$ cat src/rtl/lbm_pkg.sv
// Package for the lux to brightness mapper: widths, codes, pipeline tag
// types and the constant log2 mantissa table. No dependencies.
`default_nettype none

package lbm_pkg;

  localparam int LUX_W      = 20;
  localparam int LOG_DEPTH  = 64;
  localparam int IDX_W      = $clog2(LOG_DEPTH);
  localparam int FRAC_W     = 32 - IDX_W;
  localparam int BRIGHT_W   = 7;
  localparam int MODE_W     = 2;
  localparam int CFG_IDX_W  = 3;
  localparam int CFG_DATA_W = LUX_W;
  localparam int V_W        = LUX_W + 1;
  localparam int POS_W      = $clog2(V_W);
  localparam int LOG_W      = $clog2(V_W * 65536 + 1);
  localparam int NUM_W      = LOG_W + BRIGHT_W;
  localparam int QUO_W      = BRIGHT_W;
  localparam int ENTRY_W    = 17;
  localparam int ONE_LUX    = 16;
  localparam int BRIGHT_MAX = 100;

  localparam logic [LUX_W-1:0]    LUX_CEIL_RESET    = LUX_W'(16000);
  localparam logic [BRIGHT_W-1:0] BRIGHT_FLOOR_RESET = BRIGHT_W'(10);
  localparam logic [BRIGHT_W-1:0] BRIGHT_CEIL_RESET  = BRIGHT_W'(100);

  typedef enum logic [MODE_W-1:0] {
    MODE_LINEAR    = 2'd0,
    MODE_LOG       = 2'd1,
    MODE_THRESHOLD = 2'd2,
    MODE_LINEAR_ALT = 2'd3
  } mode_t;

  typedef enum logic [CFG_IDX_W-1:0] {
    REG_MODE         = 3'd0,
    REG_LUX_FLOOR    = 3'd1,
    REG_LUX_CEILING  = 3'd2,
    REG_BRIGHT_FLOOR = 3'd3,
    REG_BRIGHT_CEIL  = 3'd4
  } cfg_reg_t;

  typedef logic [ENTRY_W-1:0] lut_t [0:LOG_DEPTH];

  // Side data for the linear and threshold paths, carried next to the log unit.
  typedef struct packed {
    logic [LUX_W-1:0] lin_num;
    logic             lin_ok;
    logic             thr_hit;
  } side_t;

  // Travels with an item through the divider.
  typedef struct packed {
    logic                use_div;
    logic                neg;
    logic [BRIGHT_W-1:0] fixed_b;
  } div_tag_t;

  // log2(1 + i/N) in Q16 by repeated squaring of a Q30 value.
  function automatic lut_t build_log_table();
    lut_t        t;
    logic [63:0] y;
    logic [15:0] acc;
    for (int i = 0; i <= LOG_DEPTH; i++) begin
      if (i >= LOG_DEPTH) begin
        t[i] = ENTRY_W'(65536);
      end else begin
        y   = (64'd1 << 30) + ((64'(i) << 30) / LOG_DEPTH);
        acc = '0;
        for (int b = 15; b >= 0; b--) begin
          y = (y * y) >> 30;
          if (y >= (64'd1 << 31)) begin
            acc[b] = 1'b1;
            y      = y >> 1;
          end
        end
        t[i] = ENTRY_W'(acc);
      end
    end
    return t;
  endfunction

  localparam lut_t LOG_TABLE = build_log_table();

endpackage

`default_nettype wire

$ cat src/rtl/lbm_if.sv
// Channel interfaces of the lux to brightness mapper: reading input,
// brightness output and register write port. Depends on lbm_pkg.
`default_nettype none

interface lbm_in_if import lbm_pkg::*; ();
  logic             valid;
  logic             ready;
  logic [LUX_W-1:0] lux_reading;
  modport source(output valid, output lux_reading, input ready);
  modport sink(input valid, input lux_reading, output ready);
endinterface

interface lbm_out_if import lbm_pkg::*; ();
  logic                valid;
  logic                ready;
  logic [BRIGHT_W-1:0] brightness_pct;
  modport source(output valid, output brightness_pct, input ready);
  modport sink(input valid, input brightness_pct, output ready);
endinterface

interface lbm_cfg_if import lbm_pkg::*; ();
  logic                  valid;
  logic                  ready;
  logic [CFG_IDX_W-1:0]  index;
  logic [CFG_DATA_W-1:0] data;
  modport source(output valid, output index, output data, input ready);
  modport sink(input valid, input index, input data, output ready);
endinterface

`default_nettype wire

$ cat src/rtl/lux_to_brightness_mapper.sv
// Top level of the lux to brightness mapper: registers, window clamp, three
// log units, scaling multiply, divider and output stage. Depends on lbm_pkg,
// lbm_if, lbm_log2 and lbm_divider.
//
//   Channel     Dir  Payload                 Handshake
//   lux_in      in   lux_reading[19:0]       valid/ready
//   bright_out  out  brightness_pct[6:0]     valid/ready
//   cfg         in   index[2:0], data[19:0]  valid/ready, always ready
//
// One transaction enters per cycle unless the output stalls; each result passes
// through the clamp, three log, scaling, seven divider and output stages.
// All stages share one enable, so a stall at the output holds every stage.
// Reset clears the stage valid bits and loads the register reset values.
`default_nettype none

module lux_to_brightness_mapper import lbm_pkg::*; (
  input  wire logic  clk,
  input  wire logic  rst,
  lbm_in_if.sink     lux_in,
  lbm_out_if.source  bright_out,
  lbm_cfg_if.sink    cfg
);

  localparam int NST = 6 + QUO_W;

  logic [MODE_W-1:0]   mode;
  logic [LUX_W-1:0]    lux_floor;
  logic [LUX_W-1:0]    lux_ceiling;
  logic [BRIGHT_W-1:0] bright_floor;
  logic [BRIGHT_W-1:0] bright_ceiling;

  logic [NST-1:0] vld;
  logic           en;

  assign en           = !vld[NST-1] || bright_out.ready;
  assign lux_in.ready = en;
  assign cfg.ready    = 1'b1;

  always_ff @(posedge clk) begin
    if (rst) begin
      mode           <= MODE_LINEAR;
      lux_floor      <= '0;
      lux_ceiling    <= LUX_CEIL_RESET;
      bright_floor   <= BRIGHT_FLOOR_RESET;
      bright_ceiling <= BRIGHT_CEIL_RESET;
    end else if (cfg.valid) begin
      case (cfg.index)
        REG_MODE:         mode           <= cfg.data[MODE_W-1:0];
        REG_LUX_FLOOR:    lux_floor      <= cfg.data[LUX_W-1:0];
        REG_LUX_CEILING:  lux_ceiling    <= cfg.data[LUX_W-1:0];
        REG_BRIGHT_FLOOR: bright_floor   <= cfg.data[BRIGHT_W-1:0];
        REG_BRIGHT_CEIL:  bright_ceiling <= cfg.data[BRIGHT_W-1:0];
        default: ;
      endcase
    end
  end

  always_ff @(posedge clk) begin
    if (rst) begin
      vld <= '0;
    end else if (en) begin
      vld <= {vld[NST-2:0], lux_in.valid};
    end
  end

  // Stage 0: clamp into the window (floor first, then ceiling).
  logic [LUX_W-1:0] lux_lo;
  logic [LUX_W-1:0] lux_c;
  logic [LUX_W-1:0] s0_lux;

  always_comb begin
    lux_lo = (lux_in.lux_reading < lux_floor) ? lux_floor : lux_in.lux_reading;
    lux_c  = (lux_lo > lux_ceiling) ? lux_ceiling : lux_lo;
  end

  always_ff @(posedge clk) begin
    if (en) s0_lux <= lux_c;
  end

  // Stages 1 to 3: log units, with the linear and threshold data alongside.
  logic [LOG_W-1:0] l_cur;
  logic [LOG_W-1:0] l_min;
  logic [LOG_W-1:0] l_max;

  lbm_log2 u_log_cur (
    .clk (clk), .en (en),
    .x   (V_W'(s0_lux) + V_W'(ONE_LUX)),
    .y   (l_cur)
  );

  lbm_log2 u_log_min (
    .clk (clk), .en (en),
    .x   (V_W'(lux_floor) + V_W'(ONE_LUX)),
    .y   (l_min)
  );

  lbm_log2 u_log_max (
    .clk (clk), .en (en),
    .x   (V_W'(lux_ceiling) + V_W'(ONE_LUX)),
    .y   (l_max)
  );

  side_t side [1:3];

  always_ff @(posedge clk) begin
    if (en) begin
      side[1].lin_num <= s0_lux - lux_floor;
      side[1].lin_ok  <= lux_ceiling > lux_floor;
      side[1].thr_hit <= {s0_lux, 1'b0} >= (V_W'(lux_floor) + V_W'(lux_ceiling));
      side[2]         <= side[1];
      side[3]         <= side[2];
    end
  end

  // Stage 4: choose numerator and denominator, scale by the brightness span.
  logic signed [LOG_W:0]    range_s;
  logic signed [LOG_W:0]    part_s;
  logic signed [BRIGHT_W:0] span;
  logic [BRIGHT_W-1:0]      span_abs;
  logic [LOG_W-1:0]         base;
  logic [LOG_W-1:0]         den_c;
  div_tag_t                 tag_c;

  logic [NUM_W-1:0] num_d;
  logic [LOG_W-1:0] den_d;
  div_tag_t         tag_d;

  always_comb begin
    range_s  = $signed({1'b0, l_max}) - $signed({1'b0, l_min});
    part_s   = $signed({1'b0, l_cur}) - $signed({1'b0, l_min});
    span     = $signed({1'b0, bright_ceiling}) - $signed({1'b0, bright_floor});
    span_abs = span[BRIGHT_W] ? BRIGHT_W'(-span) : span[BRIGHT_W-1:0];
    tag_c.neg     = span[BRIGHT_W];
    tag_c.fixed_b = bright_floor;
    tag_c.use_div = 1'b0;
    base          = '0;
    den_c         = LOG_W'(1);
    case (mode)
      MODE_LOG: begin
        tag_c.use_div = range_s > 0;
        base          = part_s[LOG_W] ? '0 : part_s[LOG_W-1:0];
        den_c         = range_s[LOG_W-1:0];
      end
      MODE_THRESHOLD: begin
        tag_c.fixed_b = side[3].thr_hit ? bright_ceiling : bright_floor;
      end
      default: begin
        tag_c.use_div = side[3].lin_ok;
        base          = LOG_W'(side[3].lin_num);
        den_c         = LOG_W'(lux_ceiling - lux_floor);
      end
    endcase
  end

  always_ff @(posedge clk) begin
    if (en) begin
      num_d <= NUM_W'(base) * NUM_W'(span_abs);
      den_d <= den_c;
      tag_d <= tag_c;
    end
  end

  // Stages 5 to 11: quotient bits.
  logic [QUO_W-1:0] quo;
  div_tag_t         tag_q;

  lbm_divider u_div (
    .clk     (clk),
    .en      (en),
    .num     (num_d),
    .den     (den_d),
    .tag_in  (tag_d),
    .quo     (quo),
    .tag_out (tag_q)
  );

  // Output stage: apply the sign and add the floor, or take the fixed value; saturate to 0..100.
  logic signed [BRIGHT_W+1:0] sum;
  logic [BRIGHT_W-1:0]        pct;

  always_comb begin
    if (!tag_q.use_div) begin
      sum = $signed({2'b00, tag_q.fixed_b});
    end else if (tag_q.neg) begin
      sum = $signed({2'b00, bright_floor}) - $signed({2'b00, quo});
    end else begin
      sum = $signed({2'b00, bright_floor}) + $signed({2'b00, quo});
    end
    if (sum < 0) begin
      pct = '0;
    end else if (sum > (BRIGHT_W+2)'(BRIGHT_MAX)) begin
      pct = BRIGHT_W'(BRIGHT_MAX);
    end else begin
      pct = sum[BRIGHT_W-1:0];
    end
  end

  always_ff @(posedge clk) begin
    if (en) bright_out.brightness_pct <= pct;
  end

  assign bright_out.valid = vld[NST-1];

endmodule

`default_nettype wire

$ cat src/rtl/lbm_log2.sv
// Three-stage pipelined log2 unit in unsigned Q5.16: leading-one search,
// table lookup with interpolation product, final sum. Depends on lbm_pkg.
`default_nettype none

module lbm_log2 import lbm_pkg::*; (
  input  wire logic             clk,
  input  wire logic             en,
  input  wire logic [V_W-1:0]   x,
  output logic      [LOG_W-1:0] y
);

  logic [POS_W-1:0]  pos;
  logic [31:0]       mant;
  logic [V_W+31:0]   wide;
  logic [5:0]        sh;

  logic [POS_W-1:0]  p1;
  logic [IDX_W-1:0]  idx1;
  logic [FRAC_W-1:0] frac1;

  logic [ENTRY_W-1:0]        lo;
  logic [ENTRY_W-1:0]        hi;
  logic [ENTRY_W-1:0]        diff;
  logic [ENTRY_W+FRAC_W-1:0] prod;
  logic [IDX_W:0]            idx_hi;

  logic [POS_W-1:0]   p2;
  logic [ENTRY_W-1:0] lo2;
  logic [ENTRY_W-1:0] interp2;

  always_comb begin
    pos = '0;
    for (int i = 0; i < V_W; i++) begin
      if (x[i]) pos = POS_W'(i);
    end
    sh   = 6'd32 - 6'(pos);
    wide = (V_W+32)'(x) << sh;
    mant = wide[31:0];
  end

  always_ff @(posedge clk) begin
    if (en) begin
      p1    <= pos;
      idx1  <= mant[31:FRAC_W];
      frac1 <= mant[FRAC_W-1:0];
    end
  end

  always_comb begin
    idx_hi = {1'b0, idx1} + (IDX_W+1)'(1);
    lo     = LOG_TABLE[{1'b0, idx1}];
    hi     = LOG_TABLE[idx_hi];
    diff   = hi - lo;
    prod   = (ENTRY_W+FRAC_W)'(diff) * (ENTRY_W+FRAC_W)'(frac1);
  end

  always_ff @(posedge clk) begin
    if (en) begin
      p2      <= p1;
      lo2     <= lo;
      interp2 <= prod[ENTRY_W+FRAC_W-1:FRAC_W];
    end
  end

  always_ff @(posedge clk) begin
    if (en) begin
      y <= (LOG_W'(p2) << 16) + LOG_W'(lo2) + LOG_W'(interp2);
    end
  end

endmodule

`default_nettype wire

$ cat src/rtl/lbm_divider.sv
// Pipelined restoring divider, one quotient bit per stage, with a tag that
// moves alongside. The quotient is known to fit QUO_W bits. Depends on lbm_pkg.
`default_nettype none

module lbm_divider import lbm_pkg::*; (
  input  wire logic             clk,
  input  wire logic             en,
  input  wire logic [NUM_W-1:0] num,
  input  wire logic [LOG_W-1:0] den,
  input  wire div_tag_t         tag_in,
  output logic      [QUO_W-1:0] quo,
  output div_tag_t              tag_out
);

  logic [NUM_W-1:0] rem   [0:QUO_W];
  logic [LOG_W-1:0] dens  [0:QUO_W];
  logic [QUO_W-1:0] qs    [0:QUO_W];
  div_tag_t         tags  [0:QUO_W];

  assign rem[0]  = num;
  assign dens[0] = den;
  assign qs[0]   = '0;
  assign tags[0] = tag_in;

  for (genvar j = 0; j < QUO_W; j++) begin : g_step
    localparam int K = QUO_W - 1 - j;
    logic [NUM_W-1:0] trial;
    logic             fits;

    always_comb begin
      trial = NUM_W'(dens[j]) << K;
      fits  = rem[j] >= trial;
    end

    always_ff @(posedge clk) begin
      if (en) begin
        rem[j+1]  <= fits ? rem[j] - trial : rem[j];
        dens[j+1] <= dens[j];
        qs[j+1]   <= qs[j] | (fits ? (QUO_W'(1) << K) : '0);
        tags[j+1] <= tags[j];
      end
    end
  end

  assign quo     = qs[QUO_W];
  assign tag_out = tags[QUO_W];

endmodule

`default_nettype wire

$ cat src/flat_wrapper.sv
// flat-port wrapper written by rule: the top's interface ports become plain ports
module lux_to_brightness_mapper_flat import lbm_pkg::*;
  (clk, rst, lux_in_valid, lux_in_lux_reading, lux_in_ready, bright_out_valid, bright_out_brightness_pct, bright_out_ready, cfg_valid, cfg_index, cfg_data, cfg_ready);
  lbm_in_if lux_in_i ();
  lbm_out_if bright_out_i ();
  lbm_cfg_if cfg_i ();
  input  wire logic clk;
  input  wire logic rst;
  input wire logic [$bits(lux_in_i.valid)-1:0] lux_in_valid;
  input wire logic [$bits(lux_in_i.lux_reading)-1:0] lux_in_lux_reading;
  output wire logic [$bits(lux_in_i.ready)-1:0] lux_in_ready;
  output wire logic [$bits(bright_out_i.valid)-1:0] bright_out_valid;
  output wire logic [$bits(bright_out_i.brightness_pct)-1:0] bright_out_brightness_pct;
  input wire logic [$bits(bright_out_i.ready)-1:0] bright_out_ready;
  input wire logic [$bits(cfg_i.valid)-1:0] cfg_valid;
  input wire logic [$bits(cfg_i.index)-1:0] cfg_index;
  input wire logic [$bits(cfg_i.data)-1:0] cfg_data;
  output wire logic [$bits(cfg_i.ready)-1:0] cfg_ready;
  assign lux_in_i.valid = lux_in_valid;
  assign lux_in_i.lux_reading = lux_in_lux_reading;
  assign lux_in_ready = lux_in_i.ready;
  assign bright_out_valid = bright_out_i.valid;
  assign bright_out_brightness_pct = bright_out_i.brightness_pct;
  assign bright_out_i.ready = bright_out_ready;
  assign cfg_i.valid = cfg_valid;
  assign cfg_i.index = cfg_index;
  assign cfg_i.data = cfg_data;
  assign cfg_ready = cfg_i.ready;
  lux_to_brightness_mapper u_core (.clk(clk), .rst(rst), .lux_in(lux_in_i), .bright_out(bright_out_i), .cfg(cfg_i));
endmodule
$ cat config.mk
export PLATFORM = sky130hd
export DESIGN_NAME = lux_to_brightness_mapper_flat
export DESIGN_NICKNAME = d
export VERILOG_FILES = /design/src/rtl/lbm_pkg.sv /design/src/rtl/lbm_if.sv /design/src/rtl/lux_to_brightness_mapper.sv /design/src/rtl/lbm_log2.sv /design/src/rtl/lbm_divider.sv /design/src/flat_wrapper.sv
export SDC_FILE = /design/constraint.sdc
export NUM_CORES = 2
export LEC_CHECK = 0
export BUFFER_PORTS_ARGS = -buffer_cell sky130_fd_sc_hd__buf_2
export CORE_ASPECT_RATIO = 1.4
export CORE_MARGIN = 2
export CORE_UTILIZATION = 45
export CTS_BUF_LIST = sky130_fd_sc_hd__clkbuf_8
export DETAILED_ROUTE_END_ITERATION = 16
export GPL_TIMING_DRIVEN = 1
export SLEW_MARGIN = 30
export SYNTH_ARGS = -nofsm -noshare
export SYNTH_HDL_FRONTEND = slang
export SYNTH_HIERARCHICAL = 1
export SYNTH_SLANG_ARGS = --single-unit
$ cat constraint.sdc
create_clock -name clk -period 31.5 [get_ports clk]
set_clock_uncertainty 0.15 [all_clocks]
set_input_delay 4.725 -clock clk [delete_from_list [all_inputs] [get_ports clk]]
set_output_delay 4.725 -clock clk [all_outputs]
set_load 0.03 [all_outputs]
==> metrics <==
initial core utilization 45.2%; die height 598 microns; Req. time, crit path 32.12 ns; DRT Wirelength 343000 microns; clock tree from TritonCTS done; Tot GR Track Use 26.5%; first-pass GRT wire length 538000 microns; GRT overflow 0; most common cell after layout, fill and taps aside inv_1; kind of critical path reg -> reg; largest net degree at the start of global routing 97; final cell count without fillers 15863; RSZ-0062 raised after global routing no; top-area cell type share of the netlist area 21.8%; # nets final 14552; depth of the most critical reg-to-reg path 42; Rows 218; share of cells above drive strength 1 6.96%; First-pass DRT Iterations 6; Cell variety after synth 127; core area 251000 sq um; CTS root buf clkbuf_8; Max transition margin 26.1%; Worst Setup Start Kind register; Cell Area, Synth 114000 sq um; min Tclk post-route 13.45 ns; Max Transition Viols Final 0; commonest cells after routing, fill and taps aside inv_1, nand2_1, fa_1, ha_1, edfxtp_1; Synth area leader edfxtp_1; syn avg cell area 8.90 sq um; final core occ 48.0%; CP endpoint u_core/u_log_cur/interp2[7]$_DFFE_PP_; Worst setup EP type register; DRC 0; post-CTS sizing 0; class of the worst hold path reg -> reg; EDFF count, synth 824; CP dominant cell by count fa_1; DP Worst Slack 18.15 ns; Most used DFF post-synth edfxtp_1; Final WS setup 18.05 ns; Final Setup Violations 0; asr flop ratio synth 0%; Area growth syn-to-layout 6.36%; clk buf depth 3; Final ANT Viol Nets 0; ranking of synthesized cells by area edfxtp_1, fa_1, ha_1; worst hold path depth 0; status completed; routed via count 92420; total of max-cap violations 0; register area share after synthesis 23.0%; Data arrival, critical path 14.07 ns; fmax 74.3 MHz; DIE WIDTH 429 microns; Tcrit/Tclk final 42.7%; H-tree depth 4; Reg2Reg Setup Slack 18.05 ns; TritonCTS Buffers 155; Final Wtd Congestion 0.948; Setup crit start u_core/u_log_cur/idx1[1]$_SDFFCE_PP0P_; measured slew at the worst slew-check pin 1.10 ns; via density per instance 5.83; reg2reg start u_core/u_log_cur/idx1[1]$_SDFFCE_PP0P_; DP HPWL 261000 microns; postcts setup bufs 0; Mapped Cells 12768; CP max FO 60; initial antenna violation count 7; Yosys Warn Count 6; Placed Instances 15577; die area 256000 sq um; initial DRC count 6513; wire length per cell 21.6 microns; reg2reg end u_core/u_log_cur/interp2[7]$_DFFE_PP_; setup tns final 0 ns; PortBufs 56; CP max-delay cell a211oi_1; vias in the first global route 94709; Worst path max stage delay 0.93 ns; Synth Register Bits 893; Final Hold Viols 0; final-layout fill cell count 23938; Clock Sinks 893; io pins 58; clk_lat worst skew 0.93 ns; clock slew at reported path FFs 0.07 ns; # hold bufs at CTS 0
sequential cells by signal (all words and copies together), names as in the netlist, 20 cells and up:
register	count
u_core/den_d	21
u_core/lux_ceiling	20
u_core/lux_floor	20
u_core/num_d	28
u_core/s0_lux	20
u_core/side	66
u_core/u_div/dens	126
u_core/u_div/qs	21
u_core/u_div/rem	168
u_core/u_div/tags	54
u_core/u_log_cur/frac1	26
u_core/u_log_cur/y	21
u_core/u_log_max/frac1	26
u_core/u_log_max/y	21
u_core/u_log_min/frac1	26
u_core/u_log_min/y	21
cells by family (layout without fill, tap and decap cells):
kind of cell               Yosys count  after routing  synth area share, %
xor gates and xnor gates           445            445                 3.52
and+or+nand+nor                   3885           3885                 16.2
buffers and inverters             2720           2504                 9.17
muxes                              265            265                 2.69
DFF                                893            893                 23.0
adders and majority gates         2066           2066                 30.6
AOI/OAI and AO/OA                 2490           2490                 14.8
other                                4             15               0.0132
worst min-delay path by stage:
stage / from / to / slack [ns]
finish: u_core/side[0][18]$_DFFE_PP_ / u_core/side[0][40]$_DFFE_PP_ / 0.25
global route: u_core/side[0][18]$_DFFE_PP_ / u_core/side[0][40]$_DFFE_PP_ / 0.26
CTS: u_core/u_log_max/p1[3]$_DFFE_PP_ / u_core/u_log_max/p2[3]$_DFFE_PP_ / 0.26
detailed placement: u_core/side[0][24]$_DFFE_PP_ / u_core/side[0][46]$_DFFE_PP_ / 0.25
global placement: u_core/u_log_max/p1[4]$_DFFE_PP_ / u_core/u_log_max/p2[4]$_DFFE_PP_ / 0.25
floorplan: u_core/side[0][0]$_DFFE_PP_ / u_core/side[0][22]$_DFFE_PP_ / 0.25
synthesized netlist by cell type, types with 25 or more instances:
cell type / n
inv_1: 1906
nand2_1: 1516
fa_1: 1185
ha_1: 881
edfxtp_1: 824
nor2_1: 692
clkbuf_1: 665
a21oi_1: 649
o21ai_0: 444
xnor2_1: 299
and2_1: 298
nand3_1: 289
nor3_1: 242
nand2b_1: 170
a21o_1: 162
a31oi_1: 145
nand4_1: 143
mux2i_1: 139
xor2_1: 139
o211ai_1: 131
a211oi_1: 125
mux2_2: 98
o311ai_0: 97
or3_1: 97
nor2b_1: 80
o21a_1: 78
and3_1: 76
nor4_1: 72
dfxtp_1: 69
a311oi_1: 57
buf_2: 55
o22ai_1: 50
o41ai_1: 48
or2_2: 47
buf_1: 46
o31ai_1: 44
o21bai_1: 43
nand3b_1: 37
and4_1: 32
a221oi_1: 30
a211o_1: 29
buf_4: 26
o221ai_1: 25
layout make-up:
| cell class | instances | area (sq um) | share of cell area [%] |
|---|---|---|---|
| multi-input cells | 9164 | 77700 | 64.3 |
| flip-flops and latches | 893 | 26100 | 21.6 |
| inverters | 1921 | 7220 | 5.98 |
| well taps | 3300 | 4130 | 3.42 |
| repair buffers | 303 | 2310 | 1.91 |
| clock buffers | 156 | 2150 | 1.78 |
| clock inverters | 124 | 1210 | 1.00 |
| diodes | 2 | 5.00 | 0.00414 |
worst max-delay path: cells and delay by family, from the launching register on:
family                   cells  cell delay (ns)
adder cells (fa/ha/maj)     10             4.22
AND/OR/NAND/NOR              7             1.47
flip-flops                   1             0.88
buffers and inverters        8             1.87
AO/OA/AOI/OAI               17             4.63
stage by stage:
stage	hold WS, ns	cell area [sq um]
2_1_floorplan	0.250	114000
6_report	0.248	121000
5_1_grt	0.259	121000
4_1_cts	0.259	121000
3_3_place_gp	0.251	117000
3_5_place_dp	0.255	117000
metal layers:
layer / vias up / share of wire (%) / GRT usage, %
met2: 3105 / 50 / 47.0
met3: 929 / 4.9 / 3.00
li1: 42606 / - / -
met4: 2 / 6.2 / 14.6
met1: 45778 / 39 / 31.4
met5: - / 0.0017 / 0
Power is left out: the tool's default activity adds up to more than one toggle a clock period on the data nets, which glitch-free logic cannot reach.
